<file path="src/rtl/etc_pkg.sv">
`default_nettype none

package etc_pkg;

    localparam int MAX_CELLS_DEF = 4096;
    localparam int BIN_BITS_DEF  = 8;

    localparam int IN_W        = 8;
    localparam int VIS_IN_W    = 12;
    localparam int ENV_W       = 24;
    localparam int VIS_W       = 28;
    localparam int COST_W      = 22;
    localparam int SCORE_W     = 19;
    localparam int FRAC_W      = 16;
    localparam int VIS_FRAC_W  = 4;
    localparam int VSTEP_W     = 14;
    localparam int PROD_W      = ENV_W + FRAC_W;
    localparam int NUM_W       = PROD_W + 1;
    localparam int WEIGHT_W    = 17;
    localparam int BLEND_W     = 37;
    localparam int SCORE_LIM   = 131072;
    localparam int ONE         = 65536;

    localparam int DB_W        = 9;
    localparam int ADM_W       = 17;
    localparam int CFG_DATA_W  = 32;
    localparam int CFG_ADDR_W  = 3;

    localparam logic [DB_W-1:0]  DB_RESET  = 9'd16;
    localparam logic [ADM_W-1:0] ADM_RESET = 17'h10000;

    localparam logic DIV_SEL_A = 1'b0;
    localparam logic DIV_SEL_V = 1'b1;

    typedef enum logic [0:0] {
        REG_DEPTH_BINS    = 1'b0,
        REG_ADMISSIBILITY = 1'b1
    } t_reg_idx;

    typedef enum logic [3:0] {
        S_RUN,
        S_DEN,
        S_START_A,
        S_WAIT_A,
        S_START_V,
        S_WAIT_V,
        S_MUL,
        S_SUM,
        S_FIN
    } t_state;

    typedef struct packed {
        logic accum;
        logic load_plain;
        logic load_merge;
        logic calc_den;
        logic div_start;
        logic div_sel;
        logic take_q;
        logic mul;
        logic sum;
        logic finish;
    } t_cmd;

    typedef struct packed {
        logic out_valid;
        logic div_done;
    } t_sts;

endpackage

`default_nettype wire

</file>
<file path="src/rtl/etc_div.sv">
`default_nettype none

module etc_div #(
    parameter int NUM_W = etc_pkg::NUM_W,
    parameter int DEN_W = 22
) (
    input  wire logic             i_clk,
    input  wire logic             i_rst_n,
    input  wire logic             i_start,
    input  wire logic [NUM_W-1:0] i_num,
    input  wire logic [DEN_W-1:0] i_den,
    output logic                  o_done,
    output logic [NUM_W-1:0]      o_quo
);

    localparam int STEP_W = $clog2(NUM_W);

    logic [DEN_W-1:0]  r_rem;
    logic [DEN_W-1:0]  r_den;
    logic [NUM_W-1:0]  r_quo;
    logic [STEP_W-1:0] r_step;
    logic              r_busy;
    logic              r_done;
    logic [DEN_W:0]    w_trial;
    logic              w_ge;

    assign w_trial = {r_rem, r_quo[NUM_W-1]};
    assign w_ge    = (w_trial >= {1'b0, r_den});

    always_ff @(posedge i_clk) begin
        if (!i_rst_n) begin
            r_busy <= 1'b0;
            r_done <= 1'b0;
            r_step <= '0;
        end else begin
            r_done <= 1'b0;
            if (i_start) begin
                r_busy <= 1'b1;
                r_step <= '0;
            end else if (r_busy) begin
                if (r_step == STEP_W'(NUM_W - 1)) begin
                    r_busy <= 1'b0;
                    r_done <= 1'b1;
                end
                r_step <= r_step + STEP_W'(1);
            end
        end
    end

    always_ff @(posedge i_clk) begin
        if (i_start) begin
            r_rem <= '0;
            r_quo <= i_num;
            r_den <= i_den;
        end else if (r_busy) begin
            r_rem <= w_ge ? DEN_W'(w_trial - {1'b0, r_den}) : w_trial[DEN_W-1:0];
            r_quo <= {r_quo[NUM_W-2:0], w_ge};
        end
    end

    assign o_done = r_done;
    assign o_quo  = r_quo;

endmodule

`default_nettype wire

</file>
<file path="src/rtl/etc_ctrl.sv">
`default_nettype none

module etc_ctrl (
    input  wire logic          i_clk,
    input  wire logic          i_rst_n,
    input  wire logic          i_valid,
    input  wire logic          i_last,
    input  wire logic          i_out_ready,
    input  wire etc_pkg::t_sts i_sts,
    output logic               o_ready,
    output etc_pkg::t_cmd      o_cmd
);

    etc_pkg::t_state r_state;
    etc_pkg::t_state n_state;
    logic            w_accept;

    always_ff @(posedge i_clk) begin
        if (!i_rst_n) begin
            r_state <= etc_pkg::S_RUN;
        end else begin
            r_state <= n_state;
        end
    end

    always_comb begin
        n_state  = r_state;
        o_cmd    = '0;
        o_ready  = 1'b0;
        w_accept = 1'b0;
        case (r_state)
            etc_pkg::S_RUN: begin
                o_ready          = !i_sts.out_valid || i_out_ready;
                w_accept         = o_ready && i_valid;
                o_cmd.accum      = w_accept;
                o_cmd.load_plain = w_accept && !i_last;
                o_cmd.load_merge = w_accept && i_last;
                if (w_accept && i_last) begin
                    n_state = etc_pkg::S_DEN;
                end
            end
            etc_pkg::S_DEN: begin
                o_cmd.calc_den = 1'b1;
                n_state        = etc_pkg::S_START_A;
            end
            etc_pkg::S_START_A: begin
                o_cmd.div_start = 1'b1;
                o_cmd.div_sel   = etc_pkg::DIV_SEL_A;
                n_state         = etc_pkg::S_WAIT_A;
            end
            etc_pkg::S_WAIT_A: begin
                o_cmd.div_sel = etc_pkg::DIV_SEL_A;
                if (i_sts.div_done) begin
                    o_cmd.take_q = 1'b1;
                    n_state      = etc_pkg::S_START_V;
                end
            end
            etc_pkg::S_START_V: begin
                o_cmd.div_start = 1'b1;
                o_cmd.div_sel   = etc_pkg::DIV_SEL_V;
                n_state         = etc_pkg::S_WAIT_V;
            end
            etc_pkg::S_WAIT_V: begin
                o_cmd.div_sel = etc_pkg::DIV_SEL_V;
                if (i_sts.div_done) begin
                    o_cmd.take_q = 1'b1;
                    n_state      = etc_pkg::S_MUL;
                end
            end
            etc_pkg::S_MUL: begin
                o_cmd.mul = 1'b1;
                n_state   = etc_pkg::S_SUM;
            end
            etc_pkg::S_SUM: begin
                o_cmd.sum = 1'b1;
                n_state   = etc_pkg::S_FIN;
            end
            etc_pkg::S_FIN: begin
                o_cmd.finish = 1'b1;
                n_state      = etc_pkg::S_RUN;
            end
            default: begin
                n_state = etc_pkg::S_RUN;
            end
        endcase
    end

    a_last_stalls: assert property (@(posedge i_clk) disable iff (!i_rst_n)
        (i_valid && o_ready && i_last) |=> !o_ready)
        else $error("input not stalled after final cell");

    a_done_in_wait: assert property (@(posedge i_clk) disable iff (!i_rst_n)
        i_sts.div_done |-> (r_state == etc_pkg::S_WAIT_A || r_state == etc_pkg::S_WAIT_V))
        else $error("divider done outside a wait state");

    a_finish_free: assert property (@(posedge i_clk) disable iff (!i_rst_n)
        o_cmd.finish |-> !i_sts.out_valid)
        else $error("score word would overwrite a pending word");

endmodule

`default_nettype wire

</file>
<file path="src/rtl/etc_datapath.sv">
`default_nettype none

module etc_datapath #(
    parameter int MAX_CELLS = etc_pkg::MAX_CELLS_DEF,
    parameter int BIN_BITS  = etc_pkg::BIN_BITS_DEF
) (
    input  wire logic                               i_clk,
    input  wire logic                               i_rst_n,
    input  wire etc_pkg::t_cmd                      i_cmd,
    output etc_pkg::t_sts                           o_sts,
    input  wire logic [etc_pkg::IN_W-1:0]           i_near_mine,
    input  wire logic [etc_pkg::IN_W-1:0]           i_near_theirs,
    input  wire logic [etc_pkg::IN_W-1:0]           i_far_mine,
    input  wire logic [etc_pkg::IN_W-1:0]           i_far_theirs,
    input  wire logic [etc_pkg::VIS_IN_W-1:0]       i_vis_mine,
    input  wire logic [etc_pkg::VIS_IN_W-1:0]       i_vis_theirs,
    input  wire logic [etc_pkg::DB_W-1:0]           i_depth_bins,
    input  wire logic [etc_pkg::ADM_W-1:0]          i_admissibility,
    input  wire logic                               i_out_ready,
    output logic                                    o_out_valid,
    output logic [etc_pkg::IN_W-1:0]                o_merged_near,
    output logic [etc_pkg::IN_W-1:0]                o_merged_far,
    output logic                                    o_scores_valid,
    output logic signed [etc_pkg::SCORE_W-1:0]      o_env_score,
    output logic signed [etc_pkg::SCORE_W-1:0]      o_blended_score,
    output logic [etc_pkg::COST_W-1:0]              o_pair_cost
);

    localparam int CNT_W    = $clog2(MAX_CELLS + 1);
    localparam int Z_W      = BIN_BITS + 1;
    localparam int DEN_W    = CNT_W + Z_W;
    localparam int ESTEP_W  = BIN_BITS + 2;
    localparam int CSTEP_W  = BIN_BITS + 1;
    localparam int DBW      = etc_pkg::DB_W;
    localparam int INW      = etc_pkg::IN_W;
    localparam int ENVW     = etc_pkg::ENV_W;
    localparam int VISW     = etc_pkg::VIS_W;
    localparam int COSTW    = etc_pkg::COST_W;
    localparam int SCW      = etc_pkg::SCORE_W;
    localparam int PRODW    = etc_pkg::PROD_W;
    localparam int NUMW     = etc_pkg::NUM_W;
    localparam int VSW      = etc_pkg::VSTEP_W;
    localparam int WW       = etc_pkg::WEIGHT_W;
    localparam int BLW      = etc_pkg::BLEND_W;
    localparam int ADMW     = etc_pkg::ADM_W;
    localparam int FRACW    = etc_pkg::FRAC_W;
    localparam int VSHIFT   = etc_pkg::FRAC_W - etc_pkg::VIS_FRAC_W;
    localparam logic [DBW-1:0] Z_MAX = DBW'(1 << BIN_BITS);

    // per-cell terms
    logic [BIN_BITS-1:0]        w_nm, w_nt, w_fm, w_ft;
    logic [BIN_BITS-1:0]        w_nmin, w_nmax, w_fmin, w_fmax;
    logic [DBW-1:0]             w_db_c;
    logic [Z_W-1:0]             w_z;
    logic [BIN_BITS-1:0]        w_zm1;
    logic [etc_pkg::VIS_IN_W-1:0] w_vmin, w_vmax, w_vdiff;
    logic [BIN_BITS+3:0]        w_top;
    logic signed [ESTEP_W-1:0]  w_env_step;
    logic signed [VSW-1:0]      w_vis_step;
    logic [CSTEP_W-1:0]         w_cstep;
    logic [COSTW:0]             w_csum;
    logic                       w_room;

    // sums
    logic signed [ENVW-1:0]     r_env;
    logic signed [VISW-1:0]     r_vis;
    logic [COSTW-1:0]           r_cost;
    logic [CNT_W-1:0]           r_cnt;
    logic [DEN_W-1:0]           r_den;

    // division
    logic signed [PRODW-1:0]    w_env_prod, w_vis_prod;
    logic [PRODW-1:0]           w_env_mag, w_vis_mag, w_mag;
    logic [NUMW-1:0]            w_num;
    logic [NUMW-1:0]            w_quo;
    logic                       w_div_done;
    logic                       w_neg;
    logic [SCW-1:0]             w_qsat;
    logic signed [SCW-1:0]      w_score;
    logic signed [SCW-1:0]      r_a, r_v;

    // blend
    logic signed [WW:0]         w_wa, w_wv;
    logic [WW-1:0]              w_wcomp;
    logic signed [BLW-1:0]      w_p1, w_p2;
    logic signed [BLW-1:0]      r_p1, r_p2, r_bsum;
    logic [BLW-1:0]             w_bmag, w_bq;
    logic signed [SCW-1:0]      w_bround, w_blended;

    logic                       r_out_valid;
    logic [INW-1:0]             r_o_near, r_o_far;
    logic                       r_o_sv;
    logic signed [SCW-1:0]      r_o_adm, r_o_bl;
    logic [COSTW-1:0]           r_o_cost;

    assign w_nm = i_near_mine[BIN_BITS-1:0];
    assign w_nt = i_near_theirs[BIN_BITS-1:0];
    assign w_fm = i_far_mine[BIN_BITS-1:0];
    assign w_ft = i_far_theirs[BIN_BITS-1:0];

    assign w_nmin = (w_nm < w_nt) ? w_nm : w_nt;
    assign w_nmax = (w_nm < w_nt) ? w_nt : w_nm;
    assign w_fmin = (w_fm < w_ft) ? w_fm : w_ft;
    assign w_fmax = (w_fm < w_ft) ? w_ft : w_fm;

    always_comb begin
        if (i_depth_bins < DBW'(2)) begin
            w_db_c = DBW'(2);
        end else if (i_depth_bins > Z_MAX) begin
            w_db_c = Z_MAX;
        end else begin
            w_db_c = i_depth_bins;
        end
    end

    assign w_z   = w_db_c[Z_W-1:0];
    assign w_zm1 = BIN_BITS'(w_z - Z_W'(1));

    assign w_env_step = $signed(ESTEP_W'(w_nmin)) + $signed(ESTEP_W'(w_zm1))
                      - $signed(ESTEP_W'(w_fmax));

    assign w_vmin  = (i_vis_mine < i_vis_theirs) ? i_vis_mine : i_vis_theirs;
    assign w_vmax  = (i_vis_mine < i_vis_theirs) ? i_vis_theirs : i_vis_mine;
    assign w_vdiff = w_vmax - w_vmin;
    assign w_top   = {w_zm1, 4'b0000};
    assign w_vis_step = $signed(VSW'(w_top)) - $signed(VSW'(w_vdiff));

    assign w_cstep = CSTEP_W'(w_nmax - w_nmin) + CSTEP_W'(w_fmax - w_fmin);
    assign w_csum  = {1'b0, r_cost} + (COSTW + 1)'(w_cstep);
    assign w_room  = (r_cnt < CNT_W'(MAX_CELLS));

    always_ff @(posedge i_clk) begin
        if (!i_rst_n) begin
            r_env  <= '0;
            r_vis  <= '0;
            r_cost <= '0;
            r_cnt  <= '0;
        end else if (i_cmd.finish) begin
            r_env  <= '0;
            r_vis  <= '0;
            r_cost <= '0;
            r_cnt  <= '0;
        end else if (i_cmd.accum && w_room) begin
            r_env  <= r_env + ENVW'(w_env_step);
            r_vis  <= r_vis + VISW'(w_vis_step);
            r_cost <= w_csum[COSTW] ? {COSTW{1'b1}} : w_csum[COSTW-1:0];
            r_cnt  <= r_cnt + CNT_W'(1);
        end
    end

    always_ff @(posedge i_clk) begin
        if (i_cmd.calc_den) begin
            r_den <= DEN_W'(r_cnt) * DEN_W'(w_z);
        end
    end

    // magnitude of the scaled sum plus half the divisor, sign kept aside
    assign w_env_prod = PRODW'(r_env) <<< FRACW;
    assign w_vis_prod = PRODW'(r_vis) <<< VSHIFT;
    assign w_env_mag  = r_env[ENVW-1] ? PRODW'(-w_env_prod) : PRODW'(w_env_prod);
    assign w_vis_mag  = r_vis[VISW-1] ? PRODW'(-w_vis_prod) : PRODW'(w_vis_prod);
    assign w_mag      = (i_cmd.div_sel == etc_pkg::DIV_SEL_V) ? w_vis_mag : w_env_mag;
    assign w_neg      = (i_cmd.div_sel == etc_pkg::DIV_SEL_V) ? r_vis[VISW-1] : r_env[ENVW-1];
    assign w_num      = NUMW'(w_mag) + NUMW'(r_den >> 1);

    etc_div #(
        .NUM_W (NUMW),
        .DEN_W (DEN_W)
    ) u_div (
        .i_clk   (i_clk),
        .i_rst_n (i_rst_n),
        .i_start (i_cmd.div_start),
        .i_num   (w_num),
        .i_den   (r_den),
        .o_done  (w_div_done),
        .o_quo   (w_quo)
    );

    assign w_qsat  = (w_quo > NUMW'(etc_pkg::SCORE_LIM)) ? SCW'(etc_pkg::SCORE_LIM)
                                                         : w_quo[SCW-1:0];
    assign w_score = w_neg ? SCW'(-$signed(w_qsat)) : $signed(w_qsat);

    always_ff @(posedge i_clk) begin
        if (i_cmd.take_q) begin
            if (i_cmd.div_sel == etc_pkg::DIV_SEL_V) begin
                r_v <= w_score;
            end else begin
                r_a <= w_score;
            end
        end
    end

    assign w_wcomp = WW'(etc_pkg::ONE) - i_admissibility;
    assign w_wa    = $signed({1'b0, i_admissibility});
    assign w_wv    = $signed({1'b0, w_wcomp});
    assign w_p1    = BLW'(w_wa) * BLW'(r_a);
    assign w_p2    = BLW'(w_wv) * BLW'(r_v);

    always_ff @(posedge i_clk) begin
        if (i_cmd.mul) begin
            r_p1 <= w_p1;
            r_p2 <= w_p2;
        end
        if (i_cmd.sum) begin
            r_bsum <= r_p1 + r_p2;
        end
    end

    assign w_bmag    = r_bsum[BLW-1] ? BLW'(-r_bsum) : BLW'(r_bsum);
    assign w_bq      = (w_bmag + BLW'(etc_pkg::ONE / 2)) >> FRACW;
    assign w_bround  = r_bsum[BLW-1] ? SCW'(-$signed(w_bq[SCW-1:0]))
                                     : $signed(w_bq[SCW-1:0]);
    assign w_blended = i_admissibility[ADMW-1] ? r_a : w_bround;

    always_ff @(posedge i_clk) begin
        if (!i_rst_n) begin
            r_out_valid <= 1'b0;
        end else if (i_cmd.load_plain || i_cmd.finish) begin
            r_out_valid <= 1'b1;
        end else if (i_out_ready) begin
            r_out_valid <= 1'b0;
        end
    end

    always_ff @(posedge i_clk) begin
        if (i_cmd.load_plain || i_cmd.load_merge) begin
            r_o_near <= INW'(w_nmax);
            r_o_far  <= INW'(w_fmin);
        end
        if (i_cmd.load_plain) begin
            r_o_sv   <= 1'b0;
            r_o_adm  <= '0;
            r_o_bl   <= '0;
            r_o_cost <= '0;
        end else if (i_cmd.finish) begin
            r_o_sv   <= 1'b1;
            r_o_adm  <= r_a;
            r_o_bl   <= w_blended;
            r_o_cost <= r_cost;
        end
    end

    assign o_sts.out_valid    = r_out_valid;
    assign o_sts.div_done     = w_div_done;
    assign o_out_valid        = r_out_valid;
    assign o_merged_near      = r_o_near;
    assign o_merged_far       = r_o_far;
    assign o_scores_valid     = r_o_sv;
    assign o_env_score        = r_o_adm;
    assign o_blended_score    = r_o_bl;
    assign o_pair_cost        = r_o_cost;

    a_cnt_bound: assert property (@(posedge i_clk) disable iff (!i_rst_n)
        r_cnt <= CNT_W'(MAX_CELLS))
        else $error("cell count beyond limit");

    a_valid_src: assert property (@(posedge i_clk) disable iff (!i_rst_n)
        $rose(r_out_valid) |-> $past(i_cmd.load_plain || i_cmd.finish))
        else $error("output word appeared without a load");

endmodule

`default_nettype wire

</file>
<file path="src/rtl/envelope_template_compare.sv">
// Non-final cell: one word per cycle if output not stalled; result out the cycle after it is taken.
// Final cell: result word goes through DEN, divide A, divide V, MUL, SUM and FIN states, using one
//   shared 41-step restoring divider run twice (envelope score, then visual score) plus blend.
// A cell is taken while the previous word waits only if m_axis_tready takes that word the same cycle.
// Reset (i_rst_n low, synchronous): sums, cell count, state and output valid cleared;
//   depth_bins returns to 16 and admissibility to 65536.
`default_nettype none

module envelope_template_compare #(
    parameter int MAX_CELLS = etc_pkg::MAX_CELLS_DEF,
    parameter int BIN_BITS  = etc_pkg::BIN_BITS_DEF
) (
    input  wire logic                              i_clk,
    input  wire logic                              i_rst_n,
    input  wire logic                              s_axis_tvalid,
    output logic                                   s_axis_tready,
    // near_mine[7:0] near_theirs[15:8] far_mine[23:16] far_theirs[31:24]
    // vis_mine[43:32] vis_theirs[55:44]
    input  wire logic [55:0]                       s_axis_tdata,
    input  wire logic                              s_axis_tlast,
    output logic                                   m_axis_tvalid,
    input  wire logic                              m_axis_tready,
    // merged_near[7:0] merged_far[15:8] env_score[34:16]
    // blended_score[53:35] pair_cost[75:54] zero[79:76]
    output logic [79:0]                            m_axis_tdata,
    // scores_valid[0]
    output logic                                   m_axis_tuser,
    input  wire logic                              psel,
    input  wire logic                              penable,
    input  wire logic                              pwrite,
    input  wire logic [etc_pkg::CFG_ADDR_W-1:0]    paddr,
    input  wire logic [etc_pkg::CFG_DATA_W-1:0]    pwdata,
    output logic [etc_pkg::CFG_DATA_W-1:0]         prdata,
    output logic                                   pready
);

    localparam int DW = etc_pkg::CFG_DATA_W;

    logic [etc_pkg::DB_W-1:0]  r_depth_bins;
    logic [etc_pkg::ADM_W-1:0] r_admissibility;
    etc_pkg::t_reg_idx         w_idx;
    etc_pkg::t_cmd             w_cmd;
    etc_pkg::t_sts             w_sts;

    logic [etc_pkg::IN_W-1:0]         w_merged_near, w_merged_far;
    logic                             w_scores_valid;
    logic signed [etc_pkg::SCORE_W-1:0] w_adm_score, w_bl_score;
    logic [etc_pkg::COST_W-1:0]       w_pair_cost;

    assign pready = 1'b1;
    assign w_idx  = etc_pkg::t_reg_idx'(paddr[2]);

    always_ff @(posedge i_clk) begin
        if (!i_rst_n) begin
            r_depth_bins    <= etc_pkg::DB_RESET;
            r_admissibility <= etc_pkg::ADM_RESET;
        end else if (psel && penable && pwrite && pready) begin
            case (w_idx)
                etc_pkg::REG_DEPTH_BINS:    r_depth_bins    <= pwdata[etc_pkg::DB_W-1:0];
                etc_pkg::REG_ADMISSIBILITY: r_admissibility <= pwdata[etc_pkg::ADM_W-1:0];
                default: ;
            endcase
        end
    end

    always_comb begin
        case (w_idx)
            etc_pkg::REG_DEPTH_BINS:    prdata = DW'(r_depth_bins);
            etc_pkg::REG_ADMISSIBILITY: prdata = DW'(r_admissibility);
            default:                    prdata = '0;
        endcase
    end

    etc_ctrl u_ctrl (
        .i_clk       (i_clk),
        .i_rst_n     (i_rst_n),
        .i_valid     (s_axis_tvalid),
        .i_last      (s_axis_tlast),
        .i_out_ready (m_axis_tready),
        .i_sts       (w_sts),
        .o_ready     (s_axis_tready),
        .o_cmd       (w_cmd)
    );

    etc_datapath #(
        .MAX_CELLS (MAX_CELLS),
        .BIN_BITS  (BIN_BITS)
    ) u_dp (
        .i_clk              (i_clk),
        .i_rst_n            (i_rst_n),
        .i_cmd              (w_cmd),
        .o_sts              (w_sts),
        .i_near_mine        (s_axis_tdata[7:0]),
        .i_near_theirs      (s_axis_tdata[15:8]),
        .i_far_mine         (s_axis_tdata[23:16]),
        .i_far_theirs       (s_axis_tdata[31:24]),
        .i_vis_mine         (s_axis_tdata[43:32]),
        .i_vis_theirs       (s_axis_tdata[55:44]),
        .i_depth_bins       (r_depth_bins),
        .i_admissibility    (r_admissibility),
        .i_out_ready        (m_axis_tready),
        .o_out_valid        (m_axis_tvalid),
        .o_merged_near      (w_merged_near),
        .o_merged_far       (w_merged_far),
        .o_scores_valid     (w_scores_valid),
        .o_env_score        (w_adm_score),
        .o_blended_score    (w_bl_score),
        .o_pair_cost        (w_pair_cost)
    );

    assign m_axis_tdata = {4'b0000, w_pair_cost, w_bl_score, w_adm_score,
                           w_merged_far, w_merged_near};
    assign m_axis_tuser = w_scores_valid;

endmodule

`default_nettype wire

</file>
<file path="config.mk">
export PLATFORM = sky130hd
export DESIGN_NAME = envelope_template_compare
export DESIGN_NICKNAME = d
export VERILOG_FILES = /design/src/rtl/etc_pkg.sv /design/src/rtl/etc_div.sv /design/src/rtl/etc_ctrl.sv /design/src/rtl/etc_datapath.sv /design/src/rtl/envelope_template_compare.sv
export SDC_FILE = /design/constraint.sdc
export NUM_CORES = 2
export LEC_CHECK = 0
export BUFFER_PORTS_ARGS = -buffer_cell sky130_fd_sc_hd__buf_2
export CAP_MARGIN = 20
export CORE_UTILIZATION = 50
export CTS_CLUSTER_SIZE = 40
export DETAILED_ROUTE_END_ITERATION = 8
export PLACE_DENSITY = 0.67
export SLEW_MARGIN = 40
export SYNTH_ARGS = -nofsm -noshare
export SYNTH_HDL_FRONTEND = slang
export SYNTH_HIERARCHICAL = 1
export SYNTH_SLANG_ARGS = --single-unit
</file>
<file path="constraint.sdc">
create_clock -name i_clk -period 25.8 [get_ports i_clk]
set_clock_uncertainty 0.1 [all_clocks]
set_input_delay 5.16 -clock i_clk [delete_from_list [all_inputs] [get_ports i_clk]]
set_output_delay 5.16 -clock i_clk [all_outputs]
set_load 0.005 [all_outputs]
</file>
==> results.md <==
* Top-area cell type share of the netlist area at 26.2%
* Clock buffer depth at 3
* Number of hold buffers added after cts at 0
* Final worst slack at 13350 ps
* Syn avg cell area at 9.09 µm²
* Worst-Margin Slew at 943 ps
* Core box area at 115000 µm²
* IO buf count at 177
* Syn Inst Count at 6389
* Post-Syn Area at 58100 µm²
* TNS Setup at 0 ps
* Chip height at 343 µm
* R2r setup slk at 16960 ps
* CTS root buffer: clkbuf_16
* Post-layout util at 54.4%
* CP delay by family, top: compound AO/OA/AOI/OAI gates
* Worst r2r src: r_admissibility[4]
* Final hold violation count at 0
* FF+latch area at 11700 µm²
* WP depth at 33
* DRC at 0
* CP Buf/Inv Count at 2
* Seq/Total Area, Yosys at 20.1%
* Die Footprint at 118000 µm²
* Detailed placement HPWL at 114 mm
* CP Launch Point: s_axis_tdata[53]
* RSZ-0062 raised after global routing: no
* Crit-path max FO at 23
* Via/cell ratio at 5.51
* H-Tree Depth at 2
* Asr flop ratio synth at 0%
* Total CTS buffers at 55
* Sw Pwr at 1.59 mW
* RePlAce Congestion at 0.897
* Main flop type after synthesis: edfxtp_1
* Cell variety after synth at 116
* Max-cap viol count at 0
* Synth warn at 6
* Flop and latch count out of synthesis at 458
* Internal at 2.19 mW
* Slew Viols, Final at 0
* Setup Viol. Count Final at 0
* Layout area overhead at 7.48%
* CP max stage delay at 630 ps
* Worst reg2reg path depth at 23
* CP endpoint: u_dp/r_vis[27]
* RR Endpoint: u_dp/r_p2[29]
* CP max stage cell: a21o_1
* CTS tree: yes
* Final nets at 7712
* Clk_lat worst skew at 690 ps
* Number of setup buffers added after CTS at 0
* Startpoint Class: input pin
* Status: finished, final reports clean
* Power Density at 60.5 nW/µm²
* Sw Share at 42.0%
* Initial DRC Count at 2864
* Initial antenna violation count at 9
* Largest net degree at the start of global routing at 75
* Clock Pin Slew Worst Setup and Hold Paths at 60 ps
* Vias in the first global route at 44496
* Drt pass-1 iters at 6
* Boundary Pins at 215
* Peak supply drop at 0.0000729 V
* Post_cts resized at 0
* Dpl ws at 12740 ps
* Post-synth top area cell: fa_1
* Worst Setup End Kind: register
* Fillers at 10448
* Row count at 124
* Critical Path AT at 12960 ps
* EDFF count, synth at 249
* DR vias at 44087
* TritonCTS Sinks at 458
* Static Leak at 29.0 nW
* First-pass GRT wire length at 234 mm
* Clock share of power at 21.8%
* Layout cell share with drive strength beyond 1 at 8.35%
* Global route overflow at 0
* Highest Clock Rate at 80.3 MHz
* Crit Path Class: input pin to register
* Final Cycle Share at 48.3%
* Synth top area cells: fa_1, edfxtp_1, ha_1, dfxtp_1, inv_1
* Req. time, crit path at 26310 ps
* Combinational power share at 52.3%
* Reg power frac at 25.9%
* Initial core utilization at 50.6%
* Width of the die at 343 µm
* Total GRT Usage at 25.1%
* Min Tclk post-route at 12450 ps
* Max_slew headroom at 37.1%
* Multi-input gate area at 41500 µm²
* Hold WC Path Type: register to register
* DR WL/cell at 18.3 µm
* Post-route ant nets at 0
* Drt total wl at 146 mm
-- flip-flops by register name, summed over array words and instances (netlist names), 8 cells and up --
register,cells
u_dp/r_bsum,36
u_dp/r_vis,28
u_dp/r_v,19
u_dp/r_p1,37
u_dp/u_div/o_quo,41
u_dp/u_div/r_den,22
u_dp/u_div/r_rem,22
u_dp/r_cost,22
u_dp/r_cnt,13
u_dp/o_env_score,19
r_depth_bins,9
u_dp/r_p2,37
u_dp/o_merged_far,8
u_dp/o_pair_cost,22
u_dp/r_a,19
u_dp/r_den,22
u_dp/r_env,24
u_dp/o_merged_near,8
u_dp/o_blended_score,19
r_admissibility,17
-- cell families (layout without fill, tap and decap cells) --
family,Yosys count,count (layout),synth area share (%)
mux,206,206,3.77
compound gates,921,921,10.4
fa+ha+maj,1179,1179,35.2
other cells,3,25,0.0194
simple gates,1960,1960,16.3
flops,458,458,20.1
buf+inv,1311,1385,8.87
xor+xnor,351,351,5.29
-- final cells by class --
cell class | count | area share [%]
Timing Repair Buffer | 260 | 2.57
Clock buffer | 65 | 2.40
Clock inverter | 39 | 0.683
Antenna cell | 4 | 0.0160
Sequential cell | 458 | 18.7
Tap cell | 1512 | 3.03
Inverter | 1021 | 6.14
Multi-Input combinational cell | 4638 | 66.5
-- layer usage --
metal	vias to the layer above	global-route usage, %	wire (µm)
met5	-	0	80
met3	256	3.99	9170
met4	12	9.76	5320
li1	20829	-	-
met2	1222	41.9	69400
met1	21768	32.5	62100
-- per-stage QoR --
stage / std cells / power, mW / hold WS [ps] / cell area [µm²]
2_1_floorplan: 6407 / 2.51 / 300 / 58200
3_3_place_gp: 7870 / 2.90 / 303 / 60200
3_5_place_dp: 7878 / 2.95 / 308 / 60300
4_1_cts: 7982 / 3.79 / 323 / 62300
5_1_grt: 7993 / 4.07 / 332 / 62400
6_report: 7997 / 3.78 / 320 / 62400
-- worst min path at each step --
stage / startpoint / endpoint / slack [ps] / cells past startpoint
final: u_dp/r_den[0] / u_dp/u_div/r_den[0] / 320 / 0
after global routing: u_dp/r_den[0] / u_dp/u_div/r_den[0] / 330 / 0
after CTS: u_dp/r_den[0] / u_dp/u_div/r_den[0] / 320 / 0
after detailed placement: u_dp/r_den[0] / u_dp/u_div/r_den[0] / 310 / 0
after global placement: u_dp/r_den[0] / u_dp/u_div/r_den[0] / 300 / 0
after floorplan: u_dp/r_den[0] / u_dp/u_div/r_den[0] / 300 / 0
-- layout by cell type, fill, tap and decap left out, types with 166 or more instances in the layout --
master	count
inv_1	1020
a21oi_1	287
fa_1	758
o21ai_0	166
buf_2	177
edfxtp_1	249
dfxtp_1	206
and2_1	290
nand2_1	812
xnor2_1	236
ha_1	419
nor2_1	325
-- power by group through the flow --
stage | registers [mW] | clock network (mW) | logic (mW)
2_1_floorplan | 0.954 | 0 | 1.55
3_3_place_gp | 0.990 | 0 | 1.91
3_5_place_dp | 0.993 | 0 | 1.96
4_1_cts | 0.978 | 0.845 | 1.97
5_1_grt | 0.989 | 0.868 | 2.21
6_report | 0.979 | 0.824 | 1.98
-- synthesized netlist by cell type, drive strengths merged (113+ instances only) --
master	number
inv	1020
nand2	815
fa	760
ha	419
nor2	329
and2	293
a21oi	290
edfxtp	249
xnor2	238
dfxtp	209
clkbuf	208
o21ai	174
mux2i	116
xor2	113
Power figures use the tool's default switching activity.
